File: src/rtl/core/slab_pkg.sv
// Shared constants, types and helper functions for the slab size-class allocator.
package slab_pkg;

    localparam int CLASS_COUNT     = 7;
    localparam int PAGE_BYTES      = 4096;
    localparam int MIN_BLOCK_BYTES = 16;

    localparam int SLOTS_MAX  = PAGE_BYTES / MIN_BLOCK_BYTES;
    localparam int SLOT_W     = $clog2(SLOTS_MAX);
    // Class c uses SLOTS_MAX >> c link entries, so all classes fit in twice SLOTS_MAX.
    localparam int LINK_DEPTH = 2 * SLOTS_MAX;
    localparam int LINK_AW    = $clog2(LINK_DEPTH);
    localparam int OFF_W      = $clog2(PAGE_BYTES);
    localparam int PAGE_W     = 32 - OFF_W;
    localparam int MIN_SHIFT  = $clog2(MIN_BLOCK_BYTES);
    localparam int CLASS_W    = 3;
    localparam int COUNT_W    = 16;
    localparam int REPORT_W   = 9;

    localparam logic [CLASS_W-1:0] NO_CLASS = 3'd7;

    typedef enum logic [2:0] {
        ST_ALLOCATED   = 3'd0,
        ST_FREED       = 3'd1,
        ST_TOO_LARGE   = 3'd2,
        ST_EXHAUSTED   = 3'd3,
        ST_NOT_IN_POOL = 3'd4,
        ST_NULL        = 3'd5
    } status_t;

    typedef enum logic [1:0] {
        REQ_ALLOC      = 2'd0,
        REQ_FREE_SIZED = 2'd1,
        REQ_FREE_PTR   = 2'd2,
        REQ_UNUSED     = 2'd3
    } req_type_t;

    typedef enum logic [1:0] {
        OP_NONE,
        OP_ALLOC,
        OP_FREE
    } op_t;

    typedef struct packed {
        op_t                 op;
        logic [CLASS_W-1:0]  cls;
        logic [SLOT_W-1:0]   slot;
        status_t             status;
    } dec_t;

    function automatic logic [31:0] class_bytes(input logic [CLASS_W-1:0] c);
        return 32'(MIN_BLOCK_BYTES) << c;
    endfunction

    function automatic logic [COUNT_W-1:0] class_blocks(input logic [CLASS_W-1:0] c);
        return COUNT_W'(SLOTS_MAX) >> c;
    endfunction

    // The depth itself does not fit in the address width, so the difference is formed at full width.
    function automatic logic [LINK_AW-1:0] link_base(input logic [CLASS_W-1:0] c);
        return LINK_AW'(LINK_DEPTH - (LINK_DEPTH >> c));
    endfunction

    // Reset contents of one link entry: each class chained in slot order, last link 0.
    function automatic logic [SLOT_W-1:0] link_init(input logic [LINK_AW-1:0] a);
        logic [SLOT_W-1:0]  val;
        logic [LINK_AW:0]   s;
        logic [LINK_AW:0]   lo;
        logic [LINK_AW:0]   n;
        val = '0;
        for (int c = 0; c < CLASS_COUNT; c++)
        begin
            lo = (LINK_AW+1)'(link_base(CLASS_W'(c)));
            n  = (LINK_AW+1)'(SLOTS_MAX >> c);
            s  = (LINK_AW+1)'(a) - lo;
            if (((LINK_AW+1)'(a) >= lo) && (s < n))
            begin
                val = (s + 1'b1 < n) ? SLOT_W'(s + 1'b1) : '0;
            end
        end
        return val;
    endfunction

endpackage

File: src/rtl/core/slab_decode.sv
// Request decoder: size class choice, page match and slot extraction.
module slab_decode
    import slab_pkg::*;
(
    input  logic [1:0]        req_type,
    input  logic [31:0]       req_size,
    input  logic [31:0]       address,
    input  logic [PAGE_W-1:0] base_page,
    output dec_t              dec
);

    logic [CLASS_W-1:0]     size_cls;
    logic [CLASS_W-1:0]     ptr_cls;
    logic                   ptr_hit;
    logic [CLASS_COUNT-1:0] hit;
    logic [OFF_W-1:0]       offset;

    assign offset = address[OFF_W-1:0];

    always_comb
    begin
        size_cls = NO_CLASS;
        for (int c = CLASS_COUNT - 1; c >= 0; c--)
        begin
            if (req_size <= class_bytes(CLASS_W'(c)))
            begin
                size_cls = CLASS_W'(c);
            end
        end
    end

    // Pages are aligned, so a pointer lies in a page when its page number matches.
    always_comb
    begin
        ptr_cls = NO_CLASS;
        ptr_hit = 1'b0;
        for (int c = 0; c < CLASS_COUNT; c++)
        begin
            hit[c] = (address[31:OFF_W] == PAGE_W'(base_page + PAGE_W'(c)));
        end
        for (int c = CLASS_COUNT - 1; c >= 0; c--)
        begin
            if (hit[c])
            begin
                ptr_cls = CLASS_W'(c);
                ptr_hit = 1'b1;
            end
        end
    end

    always_comb
    begin
        dec.op     = OP_NONE;
        dec.cls    = NO_CLASS;
        dec.slot   = '0;
        dec.status = ST_NULL;
        priority if (req_type_t'(req_type) == REQ_ALLOC)
        begin
            if (size_cls == NO_CLASS)
            begin
                dec.status = ST_TOO_LARGE;
            end
            else
            begin
                dec.op     = OP_ALLOC;
                dec.cls    = size_cls;
                dec.status = ST_ALLOCATED;
            end
        end
        else if ((req_type_t'(req_type) == REQ_UNUSED) || (address == '0))
        begin
            dec.status = ST_NULL;
        end
        else if (req_type_t'(req_type) == REQ_FREE_SIZED)
        begin
            if (size_cls == NO_CLASS)
            begin
                dec.status = ST_TOO_LARGE;
            end
            else
            begin
                dec.cls = size_cls;
                if (hit[size_cls])
                begin
                    dec.op     = OP_FREE;
                    dec.status = ST_FREED;
                    dec.slot   = SLOT_W'(offset >> (MIN_SHIFT + size_cls));
                end
                else
                begin
                    dec.status = ST_NOT_IN_POOL;
                end
            end
        end
        else
        begin
            if (ptr_hit)
            begin
                dec.op     = OP_FREE;
                dec.cls    = ptr_cls;
                dec.status = ST_FREED;
                dec.slot   = SLOT_W'(offset >> (MIN_SHIFT + ptr_cls));
            end
            else
            begin
                dec.status = ST_NOT_IN_POOL;
            end
        end
    end

endmodule

File: config.mk
export PLATFORM = sky130hd
export DESIGN_NAME = slab_decode
export DESIGN_NICKNAME = d
export VERILOG_FILES = /design/src/rtl/core/slab_pkg.sv /design/src/rtl/core/slab_decode.sv
export SDC_FILE = /design/constraint.sdc
export NUM_CORES = 1
export LEC_CHECK = 0
export ABC_AREA = 1
export BUFFER_PORTS_ARGS = -buffer_cell sky130_fd_sc_hd__buf_4
export CAP_MARGIN = 20
export CORE_MARGIN = 2
export CORE_UTILIZATION = 50
export DETAILED_ROUTE_END_ITERATION = 10
export PLACE_DENSITY = 0.85
export SYNTH_ARGS = -nofsm -noshare
export SYNTH_HDL_FRONTEND = slang
export SYNTH_SLANG_ARGS = --single-unit
File: constraint.sdc
create_clock -name vclk -period 7.6
set_clock_uncertainty 0.15 [all_clocks]
set_input_delay 1.14 -clock vclk [all_inputs]
set_output_delay 1.14 -clock vclk [all_outputs]
set_load 0.005 [all_outputs]
==> impl_table.tex, run 1 <==
\begin{tabular}{lr}
\hline
Metric & Value \\
\hline
\multicolumn{2}{l}{\textbf{STA}} \\
\quad Min Tclk post-route & 5.73 ns \\
\quad Hold violation total from the final report & 0 \\
\quad Highest clock rate & 175 MHz \\
\quad Unrepaired setup endpoints after global routing & false \\
\quad Final setup violation count & 0 \\
\quad Measured slew at the worst slew-check pin & 0.884 ns \\
\quad Worst-case headroom to the max-slew limit & between 40\% and 50\% \\
\quad Final setup slack of the worst path & $\sim$1.9 ns \\
\quad Max Slew Vio Count & 0 \\
\quad Setup TNS after final layout & 0 ns \\
\quad Period utilization & 75.4\% \\
\multicolumn{2}{l}{\textbf{Floorplanning}} \\
\quad Vertical die dimension & a little over 100 µm \\
\quad Die Span X & roughly 100 µm \\
\quad Die Area & $\sim$10,000 µm² \\
\quad Initial standard-cell utilization of the core & 51.7\% \\
\quad Number of I/O pins & roughly 100 \\
\quad \# rows & 35 \\
\quad Core footprint & just over 9000 µm² \\
\multicolumn{2}{l}{\textbf{GRT}} \\
\quad Number of antenna violations at the first check in global routing & 0 \\
\quad Met3 Use GR & 10.4\% \\
\quad Met1 demand-to-capacity share in global routing & around three fifths \\
\quad Maximum number of pins on one net before global-route repair & 20 \\
\quad Wire length of the first global-routing pass & 32,000 µm \\
\quad Vias in the first global route & between 6,000 and 7,000 \\
\quad Met2 track demand over resource in global routing & 57.2\% \\
\quad Most congested layer reported by global routing & met1 \\
\quad Congestion Overflow GR & 0 \\
\quad Overall track demand over capacity in global routing & roughly two fifths \\
\multicolumn{2}{l}{\textbf{Critical path}} \\
\quad Cell at the slowest stage of the critical path & sky130\_fd\_sc\_hd\_\_xnor2\_2 \\
\quad Dominant cell type by count on the critical path & sky130\_fd\_sc\_hd\_\_nand2\_1 \\
\quad List of cells traversed by the critical path & buf\_4, xnor2\_2, inv\_1, nor4\_1, nand4\_1, nand2\_1, inv\_1, nand2\_1, inv\_1, nand2\_1, nand2\_1, nand2\_1, nand3\_1, nor2\_1, buf\_4 \\
\quad Critical path capture point & dec[4] \\
\quad Largest driver fanout on the critical path & 11 \\
\quad Timing startpoint of the critical path & address[29] \\
\quad Critical path capture point type & output pin \\
\quad Startpoint kind of the worst setup timing path & input port \\
\quad Crit Path Class & input port to output pin \\
\quad Critical path arrival & approximately 4.4 ns \\
\quad Worst endpoint required time & 6.31 ns \\
\quad Delay of the slowest cell on the worst path & between 0.5 and 0.6 ns \\
\multicolumn{2}{l}{\textbf{Route}} \\
\quad Total via count after detailed routing & 6,946 \\
\quad Post-DR wirelength/cell & between 15 and 20 µm \\
\quad Initial DRT Pass Iterations & 6 \\
\quad Drt via density & 5.67 \\
\quad Detailed Route Iter0 Violations & 838 \\
\quad Number of remaining DRC errors & 0 \\
\quad Total Routed Length & 20,500 µm \\
\quad Remaining antenna violation count & 0 \\
\multicolumn{2}{l}{\textbf{Synthesis}} \\
\quad Count of yosys warnings during synthesis & 0 \\
\quad Post-Synthesis Cells & between 900 and 1,000 \\
\quad Syn Nets & about 1,100 \\
\quad Cells taking the most area after synthesis & sky130\_fd\_sc\_hd\_\_nand2\_1, sky130\_fd\_sc\_hd\_\_nor2\_1, sky130\_fd\_sc\_hd\_\_nand3\_1, sky130\_fd\_sc\_hd\_\_inv\_1, sky130\_fd\_sc\_hd\_\_xor2\_1 \\
\quad Netlist area before placement & 4770 µm² \\
\quad Most numerous cell in the Yosys netlist & sky130\_fd\_sc\_hd\_\_nand2\_1 \\
\quad Top cells by instance count after synthesis & sky130\_fd\_sc\_hd\_\_nand2\_1, sky130\_fd\_sc\_hd\_\_nor2\_1, sky130\_fd\_sc\_hd\_\_inv\_1, sky130\_fd\_sc\_hd\_\_nand3\_1, sky130\_fd\_sc\_hd\_\_xor2\_1 \\
\quad Cell taking the most area after synthesis & sky130\_fd\_sc\_hd\_\_nand2\_1 \\
\quad Netlist cell types & 44 \\
\quad Area share of the leading cell type in the synthesized netlist & between 20\% and 30\% \\
\quad Post-Syn Area per Cell & about 4.8 µm² \\
\quad Sequential-to-total area share from yosys stat & 0\% \\
\multicolumn{2}{l}{\textbf{Cells and area}} \\
\quad Share of final-layout standard cells stronger than drive strength 1 & between 15 and 20\% \\
\quad FF/Latch Area & 0 µm² \\
\quad Number of flip-flops and latches & 0 \\
\quad Area growth from synthesis to layout & 19.0\% \\
\quad Number of fillers in the final layout & roughly 980 \\
\quad \# diodes & 0 \\
\quad Final cell utilization of the core & about 61\% \\
\quad Layout clock buffers & 0 \\
\quad Final Net Count & 1,192 \\
\quad Non-filler cells, final & roughly 1,200 \\
\multicolumn{2}{l}{\textbf{Clocking}} \\
\quad Count of cells resized by post-cts repair & 0 \\
\quad Number of setup buffers added after CTS & 0 \\
\quad Number of hold-repair buffers added at the cts stage & 0 \\
\multicolumn{2}{l}{\textbf{Place}} \\
\quad Worst slack, placed & about 2 ns \\
\quad Count of buffers inserted at the top-level ports & roughly 100 \\
\quad Half-perimeter wire length after placement & $\sim$17,000 µm \\
\quad Final Wtd Congestion & around 1.1 \\
\quad Placed cells & approximately 1,200 \\
\multicolumn{2}{l}{\textbf{Run}} \\
\quad MaxCap Viol Count & 0 \\
\multicolumn{2}{l}{\textbf{Power and ir drop}} \\
\quad Peak VDD IR & about 0.000043 V \\
\quad Total power density per cell area & roughly 50 nW/µm² \\
\quad Reported leakage power & between 2 and 3 nW \\
\multicolumn{2}{l}{\textbf{Min path}} \\
\quad Type of the tightest min-delay check & input port to output pin \\
\multicolumn{2}{l}{\textbf{Status}} \\
\quad Status & finished clean \\
\hline
\end{tabular}
## layer usage
layer | wire [µm] | vias to the layer above
met1 | 8650 | 3062
li1 | - | 3394
met2 | 8210 | 449
met5 | 0 | -
met4 | 538 | 0
met3 | 3090 | 41
## how the worst min path moves through the flow
stage / from / endpoint / slack, ns / cells after the start
floorplan: req_type[0] / dec[1] / 2.19 / 1
global placement: req_type[0] / dec[1] / 2.42 / 3
detailed placement: req_type[0] / dec[1] / 2.43 / 3
CTS: req_type[0] / dec[1] / 2.43 / 3
global route: req_type[0] / dec[1] / 2.44 / 3
finish: req_type[0] / dec[1] / 2.43 / 3
## kinds of logic after synthesis
family,Yosys count,synth area share [%]
XOR/XNOR,47,9.25
AO/OA/AOI/OAI,76,8.68
AND/OR/NAND/NOR,739,69.6
adder cells (fa/ha/maj),8,2.10
buffers and inverters,129,10.4
## critical path: cells and delay by family
| kind | cells | cell delay [ns] |
|---|---|---|
| and+or+nand+nor | 9 | 1.87 |
| xor gates and xnor gates | 1 | 0.59 |
| buffers and inverters | 5 | 0.83 |
## stage by stage
stage / total power [mW] / hold WS [ns] / instance area [µm²]
6_report: 0.285 / 2.43 / 5680
5_1_grt: 0.309 / 2.44 / 5680
4_1_cts: 0.273 / 2.43 / 5680
3_5_place_dp: 0.272 / 2.43 / 5680
3_3_place_gp: 0.272 / 2.42 / 5680
2_1_floorplan: 0.159 / 2.19 / 4770
## cell type report
class              instances  area [µm²]  area share [%]
well taps                129         161            2.84
repair buffers           104         781            13.8
inverters                122         459            8.09
multi-input cells        870        4280            75.3
## power by group
part           leakage (nW)  switching [mW]  internal, mW
clock                     0               0             0
combinational          2.94           0.188        0.0972
sequential                0               0             0
## cell usage in the layout, fill, tap and decap left out, types with 2 or more instances in the layout
master and n:
sky130_fd_sc_hd__nor2_2 8, sky130_fd_sc_hd__o211ai_1 5, sky130_fd_sc_hd__xor2_1 35, sky130_fd_sc_hd__a21oi_1 24, sky130_fd_sc_hd__xnor2_2 3, sky130_fd_sc_hd__or2_2 3
sky130_fd_sc_hd__nand3_1 113, sky130_fd_sc_hd__nor2_4 5, sky130_fd_sc_hd__and3_1 2, sky130_fd_sc_hd__nor3_1 17, sky130_fd_sc_hd__nand2_2 14, sky130_fd_sc_hd__nand2_1 345
sky130_fd_sc_hd__nor3b_1 2, sky130_fd_sc_hd__inv_2 4, sky130_fd_sc_hd__nand4_1 22, sky130_fd_sc_hd__nand3_2 7, sky130_fd_sc_hd__and2_1 2, sky130_fd_sc_hd__nor2_1 171
sky130_fd_sc_hd__buf_4 104, sky130_fd_sc_hd__o21ai_2 3, sky130_fd_sc_hd__nand3b_1 6, sky130_fd_sc_hd__nor2_8 2, sky130_fd_sc_hd__inv_1 113, sky130_fd_sc_hd__xnor2_1 8
sky130_fd_sc_hd__nand2_4 4, sky130_fd_sc_hd__o21ai_1 10, sky130_fd_sc_hd__o21ai_0 30, sky130_fd_sc_hd__clkinv_1 4, sky130_fd_sc_hd__nor4_1 10, sky130_fd_sc_hd__ha_1 8
Power figures use the tool's default switching activity.
==> inputs of run 2 (changes only) <==
Settings changed: PLACE_DENSITY 0.85 to 0.88.
Clock period 7.6 ns to 5 ns, I/O delays scaled along.
==> impl_table.tex, run 2 (same netlist as run 1, synthesis figures left out) <==
\begin{tabular}{lr}
\hline
Metric & Value \\
\hline
\multicolumn{2}{l}{\textbf{Clocking}} \\
\quad Count of cells resized by post-cts repair & 0 \\
\quad Number of hold-repair buffers added at the cts stage & 0 \\
\quad Number of setup buffers added after CTS & 0 \\
\multicolumn{2}{l}{\textbf{STA}} \\
\quad Min Tclk post-route & between 4 and 5 ns \\
\quad Final setup violation count & 0 \\
\quad Period utilization & a little over nine tenths \\
\quad Highest clock rate & between 200 and 250 MHz \\
\quad Hold violation total from the final report & 0 \\
\quad Max Slew Vio Count & 0 \\
\quad Setup TNS after final layout & 0 ns \\
\quad Measured slew at the worst slew-check pin & 0.826 ns \\
\quad Unrepaired setup endpoints after global routing & false \\
\quad Worst-case headroom to the max-slew limit & 44.7\% \\
\multicolumn{2}{l}{\textbf{Cells and area}} \\
\quad Share of final-layout standard cells stronger than drive strength 1 & 15.8\% \\
\quad Post-layout instance area & 5750 µm² \\
\quad Number of fillers in the final layout & between 900 and 1,000 \\
\quad Commonest cells after routing, fill and taps aside & sky130\_fd\_sc\_hd\_\_nand2\_1, sky130\_fd\_sc\_hd\_\_nor2\_1, sky130\_fd\_sc\_hd\_\_buf\_4 \\
\quad FF/Latch Area & 0 µm² \\
\quad Multi-input gate area in the final layout & 4280 µm² \\
\quad Non-filler cells, final & roughly 1,200 \\
\quad Area growth from synthesis to layout & 20.5\% \\
\quad Number of flip-flops and latches & 0 \\
\quad Final Net Count & $\sim$1,200 \\
\quad Layout clock buffers & 0 \\
\quad Leading cell type in the layout, fill and taps excluded & sky130\_fd\_sc\_hd\_\_nand2\_1 \\
\quad \# diodes & 0 \\
\multicolumn{2}{l}{\textbf{Min path}} \\
\quad End point of the most critical hold path & dec[1] \\
\quad Hold path startpoint & req\_type[0] \\
\quad Type of the tightest min-delay check & input port to output pin \\
\quad Cell depth of the worst min-delay path & 3 \\
\multicolumn{2}{l}{\textbf{Critical path}} \\
\quad Worst endpoint required time & slightly above 4 ns \\
\quad Largest driver fanout on the critical path & 11 \\
\quad Startpoint kind of the worst setup timing path & input port \\
\quad Critical path arrival & roughly 3.8 ns \\
\quad Crit Path Class & input port to output pin \\
\quad Critical path capture point type & output pin \\
\multicolumn{2}{l}{\textbf{Status}} \\
\quad Status & finished clean \\
\multicolumn{2}{l}{\textbf{Route}} \\
\quad Total via count after detailed routing & roughly 7,100 \\
\quad Number of remaining DRC errors & 0 \\
\quad Post-DR wirelength/cell & 16.6 µm \\
\quad Detailed Route Iter0 Violations & approximately 700 \\
\quad Total Routed Length & 20,500 µm \\
\quad Remaining antenna violation count & 0 \\
\quad Drt via density & between 5 and 6 \\
\quad Initial DRT Pass Iterations & 6 \\
\multicolumn{2}{l}{\textbf{Floorplanning}} \\
\quad Die Area & about 10,000 µm² \\
\quad Initial standard-cell utilization of the core & 51.7\% \\
\quad Vertical die dimension & 102 µm \\
\quad Number of I/O pins & just over 100 \\
\quad Die Span X & between 100 and 150 µm \\
\quad Core footprint & 9240 µm² \\
\quad \# rows & 35 \\
\multicolumn{2}{l}{\textbf{GRT}} \\
\quad Overall track demand over capacity in global routing & roughly two fifths \\
\quad Wire length of the first global-routing pass & 32,000 µm \\
\quad Vias in the first global route & between 6,000 and 7,000 \\
\quad Congestion Overflow GR & 0 \\
\quad Number of antenna violations at the first check in global routing & 0 \\
\quad Maximum number of pins on one net before global-route repair & 20 \\
\multicolumn{2}{l}{\textbf{Place}} \\
\quad Final Wtd Congestion & 1.13 \\
\quad Half-perimeter wire length after placement & between 15,000 and 20,000 µm \\
\quad Placed cells & $\sim$1,200 \\
\quad Placed instance area & between 5000 and 6000 µm² \\
\quad Count of buffers inserted at the top-level ports & 102 \\
\multicolumn{2}{l}{\textbf{Power and ir drop}} \\
\quad Total power density per cell area & between 70 and 80 nW/µm² \\
\quad Reported leakage power & 2.98 nW \\
\quad Peak VDD IR & roughly 0.000063 V \\
\multicolumn{2}{l}{\textbf{Run}} \\
\quad MaxCap Viol Count & 0 \\
\hline
\end{tabular}
## run 2: cell types whose count changed in the layout (fill, tap and decap cells not counted), sizes merged
cell / delta
buf: +10
## run 2: routing by layer
layer,up-vias,share of wire [%],global-route usage (%)
met2,516,39,57.0
met4,0,3.3,7.80
met3,72,15,11.5
met5,-,0,0
met1,3117,42,58.1
li1,3415,-,-
## run 2: worst max-delay path by stage
stage / startpoint / endpoint / cells after the start
floorplan: base_page[1] / dec[8] / 20
global placement: base_page[3] / dec[4] / 19
detailed placement: base_page[2] / dec[4] / 22
CTS: base_page[2] / dec[4] / 22
global route: base_page[2] / dec[4] / 20
finish: base_page[3] / dec[4] / 19
## run 2: layout make-up
cell class	instances	share of cell area, %
timing repair buffer	114	14.9
multi-input combinational	870	74.3
inverter	122	7.98
tap	129	2.81
## run 2: stage by stage
step / worst slack (ns) / hold slack (ns) / util [%] / power, mW
detailed placement: 0.473 / 1.64 / 62.3 / 0.427
CTS: 0.479 / 1.64 / 62.3 / 0.429
global placement: 0.451 / 1.64 / 62.3 / 0.430
floorplan: 1.22 / 1.41 / - / 0.241
global route: 0.0546 / 1.66 / 62.3 / 0.482
finish: 0.269 / 1.64 / 62.3 / 0.448
## run 2: power by group
group	leakage, nW	switching (mW)	internal (mW)
Combinational	2.98	0.293	0.155
Clock	0	0	0
Sequential	0	0	0
Total	2.98	0.293	0.155
## run 2: worst max-delay path, cell delays in order
cell and delay (ns):
sky130_fd_sc_hd__buf_4 0.13, sky130_fd_sc_hd__ha_1 0.33, sky130_fd_sc_hd__inv_1 0.18, sky130_fd_sc_hd__nand2_1 0.21, sky130_fd_sc_hd__nand2_1 0.13, sky130_fd_sc_hd__xnor2_1 0.33
sky130_fd_sc_hd__o21ai_0 0.18, sky130_fd_sc_hd__nor2_1 0.17, sky130_fd_sc_hd__nand3_1 0.09, sky130_fd_sc_hd__nor2_1 0.18, sky130_fd_sc_hd__nor2_1 0.08, sky130_fd_sc_hd__nand2_1 0.30
sky130_fd_sc_hd__inv_1 0.22, sky130_fd_sc_hd__nand2_1 0.10, sky130_fd_sc_hd__nand2_1 0.08, sky130_fd_sc_hd__nand2_1 0.07, sky130_fd_sc_hd__nand3_1 0.08, sky130_fd_sc_hd__nor2_1 0.10
sky130_fd_sc_hd__buf_4 0.12
